## config.mk

```make
export PLATFORM = sky130hd
export DESIGN_NAME = iot_fifo
export DESIGN_NICKNAME = d
export VERILOG_FILES = /design/src/rtl/iot_fifo.sv
export SDC_FILE = /design/constraint.sdc
export NUM_CORES = 1
export LEC_CHECK = 0
export BUFFER_PORTS_ARGS = -buffer_cell sky130_fd_sc_hd__buf_2
export CAP_MARGIN = 20
export CORE_MARGIN = 2
export CORE_UTILIZATION = 40
export DETAILED_ROUTE_END_ITERATION = 10
export RECOVER_POWER = 50
export SLEW_MARGIN = 10
export SYNTH_ARGS = -nofsm -noshare
export SYNTH_HDL_FRONTEND = slang
export SYNTH_SLANG_ARGS = --single-unit
```

## constraint.sdc

```tcl
create_clock -name clk -period 1.6 [get_ports clk]
set_input_delay 0 -clock clk [delete_from_list [all_inputs] [get_ports clk]]
set_output_delay 0 -clock clk [all_outputs]
set_load 0.005 [all_outputs]
```

## src/rtl/iot_fifo.sv

```systemverilog
// Small register FIFO with occupancy count; DEPTH is a power of two.
// No dependencies. The writer never pushes into a full FIFO.
module iot_fifo #(
  parameter int WIDTH = 8,
  parameter int DEPTH = 4
) (
  input  logic                       clk,
  input  logic                       rst,
  input  logic                       push,
  input  logic [WIDTH-1:0]           push_data,
  input  logic                       pop,
  output logic [WIDTH-1:0]           pop_data,
  output logic                       not_empty,
  output logic [$clog2(DEPTH+1)-1:0] count
);

  localparam int PTR_W = $clog2(DEPTH);
  localparam int CNT_W = $clog2(DEPTH + 1);

  logic [WIDTH-1:0] mem [DEPTH];
  logic [PTR_W-1:0] wr_ptr;
  logic [PTR_W-1:0] rd_ptr;

  assign pop_data  = mem[rd_ptr];
  assign not_empty = (count != '0);

  // Advance pointers and count
  always_ff @(posedge clk) begin
    if (rst) begin
      wr_ptr <= '0;
      rd_ptr <= '0;
      count  <= '0;
    end else begin
      if (push) begin
        wr_ptr <= wr_ptr + PTR_W'(1);
      end
      if (pop) begin
        rd_ptr <= rd_ptr + PTR_W'(1);
      end
      count <= count + CNT_W'(push) - CNT_W'(pop);
    end
  end

  // Store entries
  always_ff @(posedge clk) begin
    if (push) begin
      mem[wr_ptr] <= push_data;
    end
  end

endmodule

```

==> impl_results.md, run 1 <==
- Status: complete, no violations
- DRC viols: 0
- Pleak: 0.7309 nW
- Number of antenna violations at the first check in global routing: 0
- GRT Util Overall: 13.77%
- Synth Cell Area: 0.001592 sq mm
- RSZ-0062 raised after global routing: false
- Largest net degree at the start of global routing: 14
- Vias in the first global route: 851
- Crit. End Element: flip-flop
- Max Root-Sink Buffers: 2
- Reg2reg start: count[0]$_SDFF_PP0_
- Core area: 0.003744 sq mm
- Routability congestion estimate: 0.6495
- FF-to-FF End: count[1]$_SDFF_PP0_
- First-pass GRT wire length: 4050 um
- Synth Area in XOR/XNOR: 2.594%
- Metal-1 WL: 974 um
- Yosys reg bits: 41
- Max-slew violations: 0
- Adder-Cell Fraction of Synth Area: 5.975%
- Startpoint Class: flip-flop
- Overall power: 2.390 mW
- Slew margin rel.: 71.20%
- Multi-input gate area: 416.7 sq um
- Initial Utilization: 42.51%
- Reg2Reg Setup Slack: 0.09 ns
- Syn nets: 102
- Dpl hpwl: 1730 um
- Core Rows: 22
- Die width: 67.08 um
- Most frequent cells in the layout: edfxtp_1 (32), buf_2 (14), clkbuf_1 (10)
- Die ar.: 0.004499 sq mm
- Routed Antenna Nets: 0
- Metal3 WL: 90 um
- Setup Skew: 0.006608 ns
- Mapped Cells: 83
- Ant diodes: 0
- Post-synthesis mux area share: 11.95%
- FMAX: 0.6624 GHz
- I/O pins: 24
- TritonCTS Buffers: 5
- Final Hold Fails: 0
- Filler Cell Count: 339
- Most common cell after layout, fill and taps aside: edfxtp_1
- Setup CP Type: reg -> reg
- Detailed Route Iter0 Violations: 29
- Seq/Total Area, Yosys: 71.70%
- Vias per inst: 4.621
- Layout area overhead: 25.31%
- Clk_lat worst skew: 0.28 ns
- Fin Hold WS: 0.05557 ns
- PD cells: 1198 mW/mm^2
- CTS tree: done
- Fin Setup TNS: 0 ns
- Placed Instances: 157
- Reg area: 0.001144 sq mm
- Max Used Layer: met4
- Reg clk slew, reported paths: 0.07 ns
- Pre-antenna DRT Iters: 4
- Min-Delay Path Class: in -> reg
- Worst EP arrival: 1.74 ns
- Critical Path Source: count[0]$_SDFF_PP0_
- Final setup viols: 0
- # port buffers: 23
- Largest family of logic cells by synthesized area: multiplexers
- Worst-Margin Slew: 0.4314 ns
- Vias: 804
- Total grt overflow: 0
- Ratio of final minimum period to clock period: 94.35%
- Post-Layout Cell Count: 174
- Compound-Gate Fraction of Synth Area: 0.9434%
- Synth cell types: 18
- Tmin final: 1.510 ns
- Die Y: 67.08 um
- DR WL/cell: 14.45 um
- Max-Cap Viols: 0
- Worst path required time: 1.83 ns
- WL final: 2515 um
- Setup crit end: count[1]$_SDFF_PP0_
- Proportion of layout cells with a drive suffix above 1: 30.95%
- Crit Path Max Fanout: 3
- H-tree depth: 2
- DR WL met2: 1407 um
- R2R cell count: 6
- Synth Area in Simple Gates: 4.403%
- Clock Tree Root: clkbuf_8
- Peak supply drop: 0.5846 mV
- Syn_area_per_cell: 19.18 sq um
- Clock Sinks: 41
- Nets: 144
- Yosys warnings: 0
synth_stat cells:
| cell type | n | area [sq um] |
|---|---|---|
| ha_1 | 6 | 75.07 |
| mux2i_1 | 1 | 10.01 |
| dfxtp_1 | 9 | 180.2 |
| and2_1 | 4 | 25.02 |
| or3_1 | 1 | 6.260 |
| a21oi_1 | 1 | 5.000 |
| a21bo_2 | 1 | 10.01 |
| mux4_2 | 8 | 180.2 |
| xor3_1 | 1 | 23.77 |
| nor2_1 | 5 | 18.77 |
| clkbuf_2 | 1 | 5.000 |
| nand3b_1 | 1 | 7.510 |
| buf_6 | 1 | 11.26 |
| inv_1 | 6 | 22.52 |
| fa_1 | 1 | 20.02 |
| nor2b_1 | 2 | 12.51 |
| edfxtp_1 | 32 | 960.9 |
| xnor2_1 | 2 | 17.52 |
final cells by class:
class	instances	area share (%)
sequential	41	57.34
multi-input combinational	34	20.89
clock inverter	2	1.757
inverter	6	1.129
timing repair buffer	37	12.23
tap	48	3.011
clock buffer	6	3.639
cells by family (layout without fill, tap and decap cells):
| family | Yosys count | count (layout) |
|---|---|---|
| adder cells (fa/ha/maj) | 7 | 7 |
| flip-flops | 41 | 41 |
| XOR/XNOR | 3 | 3 |
| AO/OA/AOI/OAI | 2 | 2 |
| AND/OR/NAND/NOR | 13 | 13 |
| multiplexers | 9 | 9 |
| buffers and inverters | 8 | 51 |
worst max-delay path: stages (launching register included):
cell and delay [ns]:
dfxtp_2 0.33, inv_1 0.04, ha_1 0.26, inv_1 0.04, ha_2 0.16, fa_2 0.51, nor2b_1 0.11
where the power goes:
part / internal, mW / switching (mW)
clock: 0.462 / 0.321
sequential: 1.22 / 0.0448
combinational: 0.204 / 0.133
total: 1.89 / 0.499
sequential cells by signal, indices dropped and copies added (netlist names), named ones only:
signal	flops
mem	32
count	3
rd_ptr	2
wr_ptr	2
per-layer routing:
layer,global-route usage [%],up-vias
met2,22.65,17
met3,6.081,4
met1,15.30,393
met4,6.122,0
met5,0,-
li1,-,390
per-stage QoR:
stage | utilization (%) | area, sq um | setup WS (ns)
2_1_floorplan | - | 1598 | 0.1172
3_3_place_gp | 48.26 | 1807 | 0.1178
3_5_place_dp | 48.26 | 1807 | 0.06490
4_1_cts | 53.54 | 2004 | 0.02303
5_1_grt | 53.28 | 1994 | 0.01537
6_report | 53.28 | 1994 | 0.09044
worst min-delay path by stage:
stage                 startpoint                      to  slack, ns  depth (start not counted)
finish                      push  wr_ptr[0]$_SDFFE_PP0P_       0.06                          3
global route                 pop  rd_ptr[1]$_SDFFE_PP0P_       0.07                          3
CTS                          pop  rd_ptr[0]$_SDFFE_PP0P_       0.05                          3
detailed placement  push_data[1]     mem[1][1]$_DFFE_PP_       0.22                          1
global placement    push_data[1]     mem[0][1]$_DFFE_PP_       0.21                          1
floorplan                    rst     count[0]$_SDFF_PP0_       0.06                          1
what timing repair did:
action / 4_1_cts / 5_1_grt
resized for setup: 0 / 1
endpoints found under the setup margin: 0 / 7
setup buffers: 0 / 0
endpoints found under the hold margin: 38 / 0
hold buffers: 9 / 0
No activity file was read; power rests on OpenSTA's default activity.
==> run 2, diff against run 1 <==
Settings changed: CORE_MARGIN 2 to 1.
==> impl_results.md, run 2 (synthesis gave the netlist of run 1 again) <==
- Max Root-Sink Buffers: 2
- Overall power: 2.402 mW
- Part of the power in combinational logic: 14.2%
- Max-Cap Viols: 0
- Critical Path Source: count[0]$_SDFF_PP0_
- Worst-Margin Slew: 0.4369 ns
- Sw Pwr: 0.5059 mW
- DR WL/cell: 14.28 um
- PD cells: 1194 mW/mm^2
- Setup Skew: 0.006259 ns
- Post-Layout Cell Count: 176
- Worst path required time: 1.78 ns
- TritonCTS Buffers: 5
- Fin Setup TNS: 0 ns
- Worst EP arrival: 1.72 ns
- Die ar.: 0.004235 sq mm
- Cells on Worst Hold Path: 3
- FF-to-FF End: count[2]$_SDFF_PP0_
- RSZ-0062 raised after global routing: false
- Proportion of layout cells with a drive suffix above 1: 32.81%
- Pleak: 0.7431 nW
- H-tree depth: 2
- Startpoint Class: flip-flop
- Most common cell after layout, fill and taps aside: edfxtp_1
- Placed Instances: 159
- R2R cell count: 7
- Number of antenna violations at the first check in global routing: 0
- Reg2reg start: count[0]$_SDFF_PP0_
- Max reg flops: 32
- Tmin final: 1.532 ns
- Final setup viols: 0
- # port buffers: 23
- Vias: 818
- Die Y: 65.08 um
- Hold_sp: pop
- Max-slew violations: 0
- I/O pins: 24
- Vias per inst: 4.648
- Sequential power share: 52.9%
- Dpl ws: 0.06321 ns
- Clock Tree Root: clkbuf_8
- Clk_lat worst skew: 0.29 ns
- Routed Antenna Nets: 0
- Die width: 65.08 um
- CTS tree: done
- Sw frac: 21.07%
- Ant diodes: 0
- FMAX: 0.6528 GHz
- Pre-antenna DRT Iters: 4
- Detailed Route Iter0 Violations: 34
- Ratio of final minimum period to clock period: 95.74%
- Largest net degree at the start of global routing: 14
- Layout area overhead: 26.34%
- Status: complete, no violations
- Peak supply drop: 0.4537 mV
- Reg clk slew, reported paths: 0.07 ns
- GRT Util Overall: 14.71%
- First-pass GRT wire length: 4209 um
- Clock share of power: 32.9%
- Int Pwr: 1.896 mW
- Final Hold Fails: 0
- Core Rows: 22
- Setup CP Type: reg -> reg
- Biggest regs: mem: 32 flops, count: 3 flops
- Slew margin rel.: 70.83%
- Vias in the first global route: 898
- Dpl hpwl: 1735 um
- Largest Register: mem
- Clock Sinks: 41
- Nets: 146
- DRC viols: 0
- Initial Utilization: 42.51%
- Crit. End Element: flip-flop
- Reg2Reg Setup Slack: 0.07 ns
- WL final: 2513 um
- Most frequent cells in the layout: edfxtp_1 (32), buf_2 (15), clkbuf_1 (9), dlygate4sd3_1 (9), mux4_2 (8)
- Min-Delay Path Class: in -> reg
- Core area: 0.003744 sq mm
- Final worst setup slack: 0.06808 ns
- Total grt overflow: 0
- Routability congestion estimate: 0.6652
- Filler Cell Count: 325
- Crit Path Max Fanout: 3
run 2: changes by cell type in the layout (fill, tap and decap cells not counted), sizes merged:
| cell | previous run | this run |
|---|---|---|
| clkbuf | 15 | 14 |
| buf | 19 | 22 |
run 2: cell type report:
type / count / area (sq um) / share of cell area (%)
sequential: 41 / 1144 / 56.88
multi-input combinational: 34 / 416.7 / 20.72
timing repair buffer: 39 / 260.3 / 12.94
clock buffer: 6 / 72.57 / 3.609
tap: 48 / 60.06 / 2.987
clock inverter: 2 / 35.03 / 1.742
inverter: 6 / 22.52 / 1.120
run 2: how the worst max path moves through the flow:
stage | end | slack [ns]
2_1_floorplan | count[1]$_SDFF_PP0_ | 0.12
6_report | count[2]$_SDFF_PP0_ | 0.07
3_5_place_dp | count[2]$_SDFF_PP0_ | 0.06
3_3_place_gp | count[1]$_SDFF_PP0_ | 0.12
4_1_cts | pop_data[6] | 0.01
5_1_grt | count[2]$_SDFF_PP0_ | 0.002
run 2: power by group through the flow:
stage,logic (mW),clock network [mW],registers (mW)
final,0.341,0.789,1.27
after global placement,0.324,0,1.29
after floorplan,0.207,0,1.28
after global routing,0.385,0.851,1.28
after CTS,0.353,0.809,1.27
after detailed placement,0.336,0,1.30
run 2: repair_timing:
action / in CTS / in global routing
gates resized for setup: 0 / 1
hold buffers: 9 / 0
endpoints found under the hold margin: 39 / 0
setup buffers: 0 / 0
endpoints found under the setup margin: 0 / 6
run 2: routing by layer:
metal	GRT usage (%)	routed length, um	vias up
met5	0	0	-
met3	6.338	126	7
met2	23.44	1318	19
met1	16.98	1027	397
met4	7.065	40	0
li1	-	-	395
run 2: metrics by stage:
step | util [%] | instance area, sq um | hold slack (ns)
finish | 53.71 | 2011 | 0.02271
global route | 53.71 | 2011 | 0.03707
CTS | 53.94 | 2019 | 0.01861
detailed placement | 48.66 | 1822 | 0.2193
global placement | 48.66 | 1822 | 0.2118
floorplan | - | 1598 | 0.06420
run 2: critical path, cell delays in order, from the launching register on:
cell     delay [ns]
dfxtp_2        0.33
inv_1          0.04
ha_1           0.26
inv_1          0.04
ha_2           0.17
fa_2           0.35
xor3_1         0.20
nor2_1         0.04
