`src/rtl/iot_pkg.sv`:
```
// Shared types and constants of the image orientation transform.
// No dependencies; used by the front, back and top level.
package iot_pkg;

  // Field widths
  localparam int PIX_W      = 24;
  localparam int DIM_W      = 9;
  localparam int MODE_W     = 3;
  localparam int CFG_IDX_W  = 2;
  localparam int CFG_DATA_W = 9;

  // Transform modes
  localparam logic [MODE_W-1:0] MODE_HFLIP     = 3'd0;
  localparam logic [MODE_W-1:0] MODE_VFLIP     = 3'd1;
  localparam logic [MODE_W-1:0] MODE_ROT_180   = 3'd2;
  localparam logic [MODE_W-1:0] MODE_ROT_RIGHT = 3'd3;
  localparam logic [MODE_W-1:0] MODE_ROT_LEFT  = 3'd4;

  // Register indexes
  localparam logic [CFG_IDX_W-1:0] REG_MODE = 2'd0;
  localparam logic [CFG_IDX_W-1:0] REG_COLS = 2'd1;
  localparam logic [CFG_IDX_W-1:0] REG_ROWS = 2'd2;

  // Per-item control carried from front to back
  typedef struct packed {
    logic bank;   // bank the item is written to
    logic valid;  // a complete previous frame exists
    logic last;   // last pixel of the frame
  } iot_flags_t;

endpackage

```
`src/rtl/iot_front.sv`:
```
// Front end: configuration registers, input acceptance, output raster
// counters and source address generation. Depends on iot_pkg.
module iot_front #(
  parameter int MAX_WIDTH  = 256,
  parameter int MAX_HEIGHT = 256,
  parameter int IDX_W      = 16,
  parameter int Q_DEPTH    = 4
) (
  input  logic                             clk,
  input  logic                             rst,
  input  logic                             cfg_we,
  input  logic [iot_pkg::CFG_IDX_W-1:0]    cfg_index,
  input  logic [iot_pkg::CFG_DATA_W-1:0]   cfg_data,
  input  logic                             s_tvalid,
  output logic                             s_tready,
  input  logic [iot_pkg::PIX_W-1:0]        s_tdata,
  input  logic [$clog2(Q_DEPTH+1)-1:0]     q_count,
  output logic                             push,
  output logic [iot_pkg::PIX_W-1:0]        push_pixel,
  output iot_pkg::iot_flags_t              push_flags,
  output logic [IDX_W-1:0]                 push_waddr,
  output logic [IDX_W-1:0]                 push_raddr
);

  localparam int DIM_W  = iot_pkg::DIM_W;
  localparam int DIV_CW = $clog2(IDX_W + 1);

  localparam logic [1:0] ST_RUN   = 2'd0;
  localparam logic [1:0] ST_SIZE  = 2'd1;
  localparam logic [1:0] ST_CLAMP = 2'd2;
  localparam logic [1:0] ST_DIV   = 2'd3;

  function automatic logic [DIM_W-1:0] clamp_dim(input logic [DIM_W-1:0] v,
                                                 input int unsigned maxv);
    logic [DIM_W-1:0] res;
    if (v == '0) begin
      res = DIM_W'(1);
    end else if (32'(v) > maxv) begin
      res = DIM_W'(maxv);
    end else begin
      res = v;
    end
    return res;
  endfunction

  // Configuration registers
  logic [iot_pkg::MODE_W-1:0] mode;
  logic [DIM_W-1:0]           cfg_cols;
  logic [DIM_W-1:0]           cfg_rows;

  // Derived sizes
  logic [DIM_W-1:0] cols_e;
  logic [DIM_W-1:0] rows_e;
  logic [DIM_W-1:0] out_w;
  logic [IDX_W-1:0] last_idx;

  // Position state
  logic [1:0]       state;
  logic [IDX_W-1:0] pidx;
  logic [IDX_W-1:0] pcur;
  logic [DIM_W-1:0] row_cnt;
  logic [DIM_W-1:0] col_cnt;
  logic             wbank;
  logic             frame_ready;

  // Divider state
  logic [IDX_W-1:0]  div_q;
  logic [DIM_W-1:0]  div_rem;
  logic [DIV_CW-1:0] div_cnt;

  // Address stage
  logic                      f1_valid;
  logic [DIM_W-1:0]          f1_sr;
  logic [DIM_W-1:0]          f1_sc;
  logic [iot_pkg::PIX_W-1:0] f1_pixel;
  logic [IDX_W-1:0]          f1_waddr;
  iot_pkg::iot_flags_t       f1_flags;

  logic                   accept;
  logic                   is_last;
  logic                   rotated;
  logic [DIM_W-1:0]       cols_c;
  logic [DIM_W-1:0]       rows_c;
  logic [2*DIM_W-1:0]     total_c;
  logic [IDX_W-1:0]       pclamp;
  logic [DIM_W:0]         trial;
  logic                   q_bit;
  logic [DIM_W-1:0]       rem_next;
  logic [DIM_W-1:0]       cols_m1;
  logic [DIM_W-1:0]       rows_m1;
  logic [DIM_W-1:0]       sr;
  logic [DIM_W-1:0]       sc;
  logic [2*DIM_W-1:0]     row_base;

  // Accept while running, with room in the queue for everything in flight
  assign s_tready = (state == ST_RUN) && !cfg_we &&
                    ((32'(q_count) + 32'(f1_valid)) < Q_DEPTH);
  assign accept   = s_tvalid && s_tready;
  assign is_last  = (pcur == last_idx);

  // Size decode
  assign rotated = (mode == iot_pkg::MODE_ROT_RIGHT) || (mode == iot_pkg::MODE_ROT_LEFT);
  assign cols_c  = clamp_dim(cfg_cols, MAX_WIDTH);
  assign rows_c  = clamp_dim(cfg_rows, MAX_HEIGHT);
  assign total_c = {{DIM_W{1'b0}}, cols_c} * {{DIM_W{1'b0}}, rows_c};
  assign pclamp  = (pidx > last_idx) ? last_idx : pidx;

  // One restoring division step
  assign trial    = {div_rem, div_q[IDX_W-1]};
  assign q_bit    = (trial >= {1'b0, out_w});
  assign rem_next = q_bit ? DIM_W'(trial - {1'b0, out_w}) : DIM_W'(trial);

  // Map output position to source row and column
  assign cols_m1 = cols_e - DIM_W'(1);
  assign rows_m1 = rows_e - DIM_W'(1);

  always_comb begin
    case (mode)
      iot_pkg::MODE_HFLIP: begin
        sr = row_cnt;
        sc = cols_m1 - col_cnt;
      end
      iot_pkg::MODE_VFLIP: begin
        sr = rows_m1 - row_cnt;
        sc = col_cnt;
      end
      iot_pkg::MODE_ROT_180: begin
        sr = rows_m1 - row_cnt;
        sc = cols_m1 - col_cnt;
      end
      iot_pkg::MODE_ROT_RIGHT: begin
        sr = rows_m1 - col_cnt;
        sc = row_cnt;
      end
      iot_pkg::MODE_ROT_LEFT: begin
        sr = col_cnt;
        sc = cols_m1 - row_cnt;
      end
      default: begin
        sr = row_cnt;
        sc = col_cnt;
      end
    endcase
  end

  // Configuration writes
  always_ff @(posedge clk) begin
    if (rst) begin
      mode     <= iot_pkg::MODE_HFLIP;
      cfg_cols <= DIM_W'(256);
      cfg_rows <= DIM_W'(256);
    end else if (cfg_we) begin
      case (cfg_index)
        iot_pkg::REG_MODE: mode     <= cfg_data[iot_pkg::MODE_W-1:0];
        iot_pkg::REG_COLS: cfg_cols <= cfg_data;
        iot_pkg::REG_ROWS: cfg_rows <= cfg_data;
        default: ;
      endcase
    end
  end

  // Sequencer: resize, clamp, divide, then step one pixel per item
  always_ff @(posedge clk) begin
    if (rst) begin
      state       <= ST_SIZE;
      pidx        <= '0;
      pcur        <= '0;
      row_cnt     <= '0;
      col_cnt     <= '0;
      wbank       <= 1'b0;
      frame_ready <= 1'b0;
      f1_valid    <= 1'b0;
    end else begin
      f1_valid <= accept;
      if (cfg_we) begin
        state <= ST_SIZE;
      end else begin
        case (state)
          ST_SIZE: begin
            cols_e   <= cols_c;
            rows_e   <= rows_c;
            out_w    <= rotated ? rows_c : cols_c;
            last_idx <= IDX_W'(total_c - (2*DIM_W)'(1));
            state    <= ST_CLAMP;
          end
          ST_CLAMP: begin
            pcur    <= pclamp;
            div_q   <= pclamp;
            div_rem <= '0;
            div_cnt <= '0;
            state   <= ST_DIV;
          end
          ST_DIV: begin
            div_rem <= rem_next;
            div_q   <= {div_q[IDX_W-2:0], q_bit};
            div_cnt <= div_cnt + DIV_CW'(1);
            if (div_cnt == DIV_CW'(IDX_W - 1)) begin
              row_cnt <= DIM_W'({div_q[IDX_W-2:0], q_bit});
              col_cnt <= rem_next;
              state   <= ST_RUN;
            end
          end
          ST_RUN: begin
            if (accept) begin
              if (is_last) begin
                pidx        <= '0;
                pcur        <= '0;
                row_cnt     <= '0;
                col_cnt     <= '0;
                wbank       <= ~wbank;
                frame_ready <= 1'b1;
              end else begin
                pidx <= pcur + IDX_W'(1);
                pcur <= pcur + IDX_W'(1);
                if (col_cnt == out_w - DIM_W'(1)) begin
                  col_cnt <= '0;
                  row_cnt <= row_cnt + DIM_W'(1);
                end else begin
                  col_cnt <= col_cnt + DIM_W'(1);
                end
              end
            end
          end
          default: state <= ST_SIZE;
        endcase
      end
    end
  end

  // Capture the accepted item with its source coordinates
  always_ff @(posedge clk) begin
    if (accept) begin
      f1_sr          <= sr;
      f1_sc          <= sc;
      f1_pixel       <= s_tdata;
      f1_waddr       <= pcur;
      f1_flags.bank  <= wbank;
      f1_flags.valid <= frame_ready;
      f1_flags.last  <= is_last;
    end
  end

  // Source raster address: row times width plus column
  assign row_base   = f1_sr * cols_e;
  assign push       = f1_valid;
  assign push_pixel = f1_pixel;
  assign push_flags = f1_flags;
  assign push_waddr = f1_waddr;
  assign push_raddr = IDX_W'(row_base) + IDX_W'(f1_sc);

endmodule

```
`config.mk`:
```
export PLATFORM = sky130hd
export DESIGN_NAME = iot_front
export DESIGN_NICKNAME = d
export VERILOG_FILES = /design/src/rtl/iot_pkg.sv /design/src/rtl/iot_front.sv
export SDC_FILE = /design/constraint.sdc
export NUM_CORES = 1
export LEC_CHECK = 0
export CORE_UTILIZATION = 30
export DETAILED_ROUTE_END_ITERATION = 8
export DONT_BUFFER_PORTS = 1
export SYNTH_ARGS = -nofsm -noshare
export SYNTH_HDL_FRONTEND = slang
export SYNTH_SLANG_ARGS = --single-unit
```
`constraint.sdc`:
```
create_clock -name clk -period 8.3 [get_ports clk]
set_input_delay 1.245 -clock clk [delete_from_list [all_inputs] [get_ports clk]]
set_output_delay 1.245 -clock clk [all_outputs]
set_load 0.005 [all_outputs]
```
==> flow_summary.ini <==
[cells_and_area]
antenna_cells = 0
seq_area_sq_mm = 0.005545
final_area_sq_mm = 0.01822
multi_input_area_sq_mm = 0.01003
layout.nets = 1976
layout-drive-gt1-share = 0.05755
fillers = 5639
syn2layout_area_growth_pct = 8.915
fin_util = 0.3307

[power_and_ir_drop]
combPwrFrac = 0.225
switching_share = 0.3017
seq_power_share = 0.401
internal-power_uw = 2066
pwr_density_cell_mw_per_mm2 = 162.3
peakVddDrop_mv = 0.1264
leakage_uw = 0.007845
share_clk_of_total_power = 0.374
p_switching_uw = 892.2

[clocking]
cts_sinks = 210
cts_setup_buffers = 0
clk_pin_slew_ns = 0.06
cts-root-buf = clkbuf_16
cts_tree = yes
ctsHoldBuffers = 0
numCtsBuffers = 26
clk_path_buf_depth = 3
clock_latency_ns = 0.56
cts-resized-gates = 0
h-tree-depth = 1

[yosys]
synth-compound-area-share = 0.1129
synth_xor_area_frac = 0.05811
ys_seq_area_frac = 0.3315
ys_async_sr_fraction = 0
synth_top_family_by_area = adder cells
synth_edf_count = 134
yosysWarnings = 0
avgSynthCellArea_sq_um = 9.693
syn_nets = 2019
synth.area.mux_share = 0.04226
synth_fa_ha_area_frac = 0.2371
yosysMostFrequentCell = inv_1
syn_area_sq_mm = 0.01673
synthCells = 1726
ys_seq_elements = 210
synthTopCellsByArea = edfxtp_1 24%, fa_1 13%, ha_1 11%
synth_ff_type = edfxtp_1
synth_top_cell_area_share = 0.2405
yosys.area_share.simple = 0.1482
yosys.area.top_type = edfxtp_1
synth_common_cells = 210 x inv_1, 167 x nor2_1, 141 x ha_1, 139 x nand2_1, 134 x edfxtp_1
synthDistinctLibCells = 84

[global_route]
grt_pass1_vias = 12150
grt_overflow = 0
grt_max_degree = 78
grt.total_usage = 0.1473
grt_first_pass_wirelength_mm = 67.01
antenna_found_initial = 0

[critical_path]
crit_type = flip-flop to primary output
required_ns = 7.05
path_buf_inv = 4
crit_family = adder cells
cp.arrival_ns = 5.59
r2r_slack_ns = 2.43
cp_slowest_cell = edfxtp_1
end_kind = primary output
cp_max_fo = 12
critical_path.cell_chain = and2_1 > fa_1 > inv_1 > fa_1 > inv_1 > ha_1 > inv_1 > fa_1 > inv_1 > fa_1 > ha_1 > o21a_1 > a21oi_1 > o21ai_0 > nand4_1 > a31oi_1 > a21o_1 > a21oi_1 > xnor2_1
critical-path-max-stage-delay_ns = 0.57
startpoint_type = flip-flop

[placed_design]
numPortBuffers = 0
hpwl_mm = 31.29
dp_slack_ns = 2.013
gp_congestion = 0.8905
post_dp_cell_area_sq_mm = 0.01739

[timing]
finalHoldViolations = 0
fmax_mhz = 146.3
finalSetupTns_ns = 0
rsz0062_at_grt = false
finalCritPeriodShare = 0.8236
clock_skew_ns = 0.01894
setup_violations = 0
slew_headroom = 0.3163
period_needed_ns = 6.836
worstMarginPinSlew_ns = 1.026
slew_violations = 0
holdWs_ns = 0.4420
fin_ws_ns = 1.464

[die]
die_w_um = 238.2
core-area_sq_mm = 0.05509
placement_rows = 86
initial_core_util = 0.3037
dieHeight_um = 238.2
io_pins = 103
dieArea_sq_mm = 0.05672

[route]
viasPerCell = 4.991
routed-via-count = 12230
met2_length_mm = 19.23
wl_per_cell_um = 16.81
met3WireLength_mm = 2.438
wl_met1_mm = 18.43
initialDrtViolationCount = 861
ant_nets = 0
drc = 0
routed_wl_mm = 41.21
top_layer = met4
first_pass_iters = 5

[outcome]
outcome = complete, no violations

[hold_path]
hp-class = flip-flop to flip-flop

[run]
maxCapViolCount = 0
==> cells in the final DEF, fill, tap and decap left out, types with 9 or more instances in the layout <==
master,count
fa_1,110
o22ai_1,19
xnor2_1,77
nand3_1,21
clkbuf_16,26
o21ai_1,11
dfxtp_1,76
a21oi_1,77
a211oi_1,16
a22oi_1,13
ha_1,141
xor2_1,34
a21o_1,21
nor2_1,167
o21ai_0,30
nand4_1,16
nand2b_1,21
o32ai_1,12
nor3_1,25
mux2i_1,65
o21bai_1,9
and3_1,11
and2_1,49
nand2_1,139
edfxtp_1,134
inv_1,209
buf_4,9
==> worst register-to-register path, cell delays in order (launching register included) <==
cell and delay (ns):
dfxtp_1 0.72, nand2b_1 0.33, inv_1 0.24, nand2_1 0.14, fa_1 0.43, fa_1 0.50
inv_1 0.06, fa_1 0.50, fa_1 0.54, inv_1 0.05, fa_1 0.52, inv_1 0.04
ha_1 0.20, a21o_1 0.18, a21o_1 0.18, a21oi_1 0.24, nand2_1 0.08, a31o_2 0.23
a21o_1 0.18, a21oi_1 0.17, xnor2_1 0.08
==> per-layer routing <==
metal | GRT usage | vias to the layer above
li1 | - | 5786
met1 | 0.2021 | 6041
met2 | 0.2391 | 350
met3 | 0.02129 | 55
met4 | 0.04448 | 0
met5 | 0 | -
==> registers in the layout, summed over array words and instances, names as in the netlist, 2 cells and up <==
name and cells:
pcur 16, pidx 16, last_idx 16, div_rem 9, mode 3, push_flags 3
push_pixel 24, rows_e 9, out_w 9, div_q 16, state 2, f1_sc 9
cols_e 9, push_waddr 16, row_cnt 9, f1_sr 9, col_cnt 9, div_cnt 5
cfg_rows 9, cfg_cols 9
==> power groups by stage <==
stage          clock [uW]  combinational [uW]  sequential (uW)
3_5_place_dp            0                 670             1210
5_1_grt              1180                 763             1190
2_1_floorplan           0                 561             1180
4_1_cts              1140                 676             1190
3_3_place_gp            0                 655             1210
6_report             1100                 666             1190
==> final timing paths <==
path | from | depth (start not counted) | end
max | cols_e[2]$_DFFE_PP_ | 19 | push_raddr[15]
max reg2reg | cfg_cols[8]$_SDFFE_PP1P_ | 20 | last_idx[14]$_DFFE_PP_
min reg2reg | frame_ready$_SDFFE_PP0P_ | 0 | push_flags[1]$_DFFE_PP_
min | frame_ready$_SDFFE_PP0P_ | 0 | push_flags[1]$_DFFE_PP_
==> logic make-up (layout without fill, tap and decap cells) <==
| group | Yosys count | after routing |
|---|---|---|
| buf+inv | 296 | 273 |
| flops | 210 | 210 |
| xor+xnor | 111 | 111 |
| mux | 70 | 70 |
| fa+ha+maj | 251 | 251 |
| simple gates | 511 | 511 |
| compound gates | 277 | 277 |
==> final cells by class <==
cell class	instances	share of cell area
multi-input combinational	1220	0.5506
inverter	216	0.04463
clock buffer	35	0.03921
clock inverter	13	0.006180
timing repair buffer	9	0.003708
tap	748	0.05136
sequential	210	0.3043
==> through the flow <==
step	std cells	power [uW]
2_1_floorplan	1726	1742
3_3_place_gp	2403	1862
3_5_place_dp	2403	1878
4_1_cts	2451	2999
5_1_grt	2451	3130
6_report	2451	2958
Power figures use the tool's default switching activity.
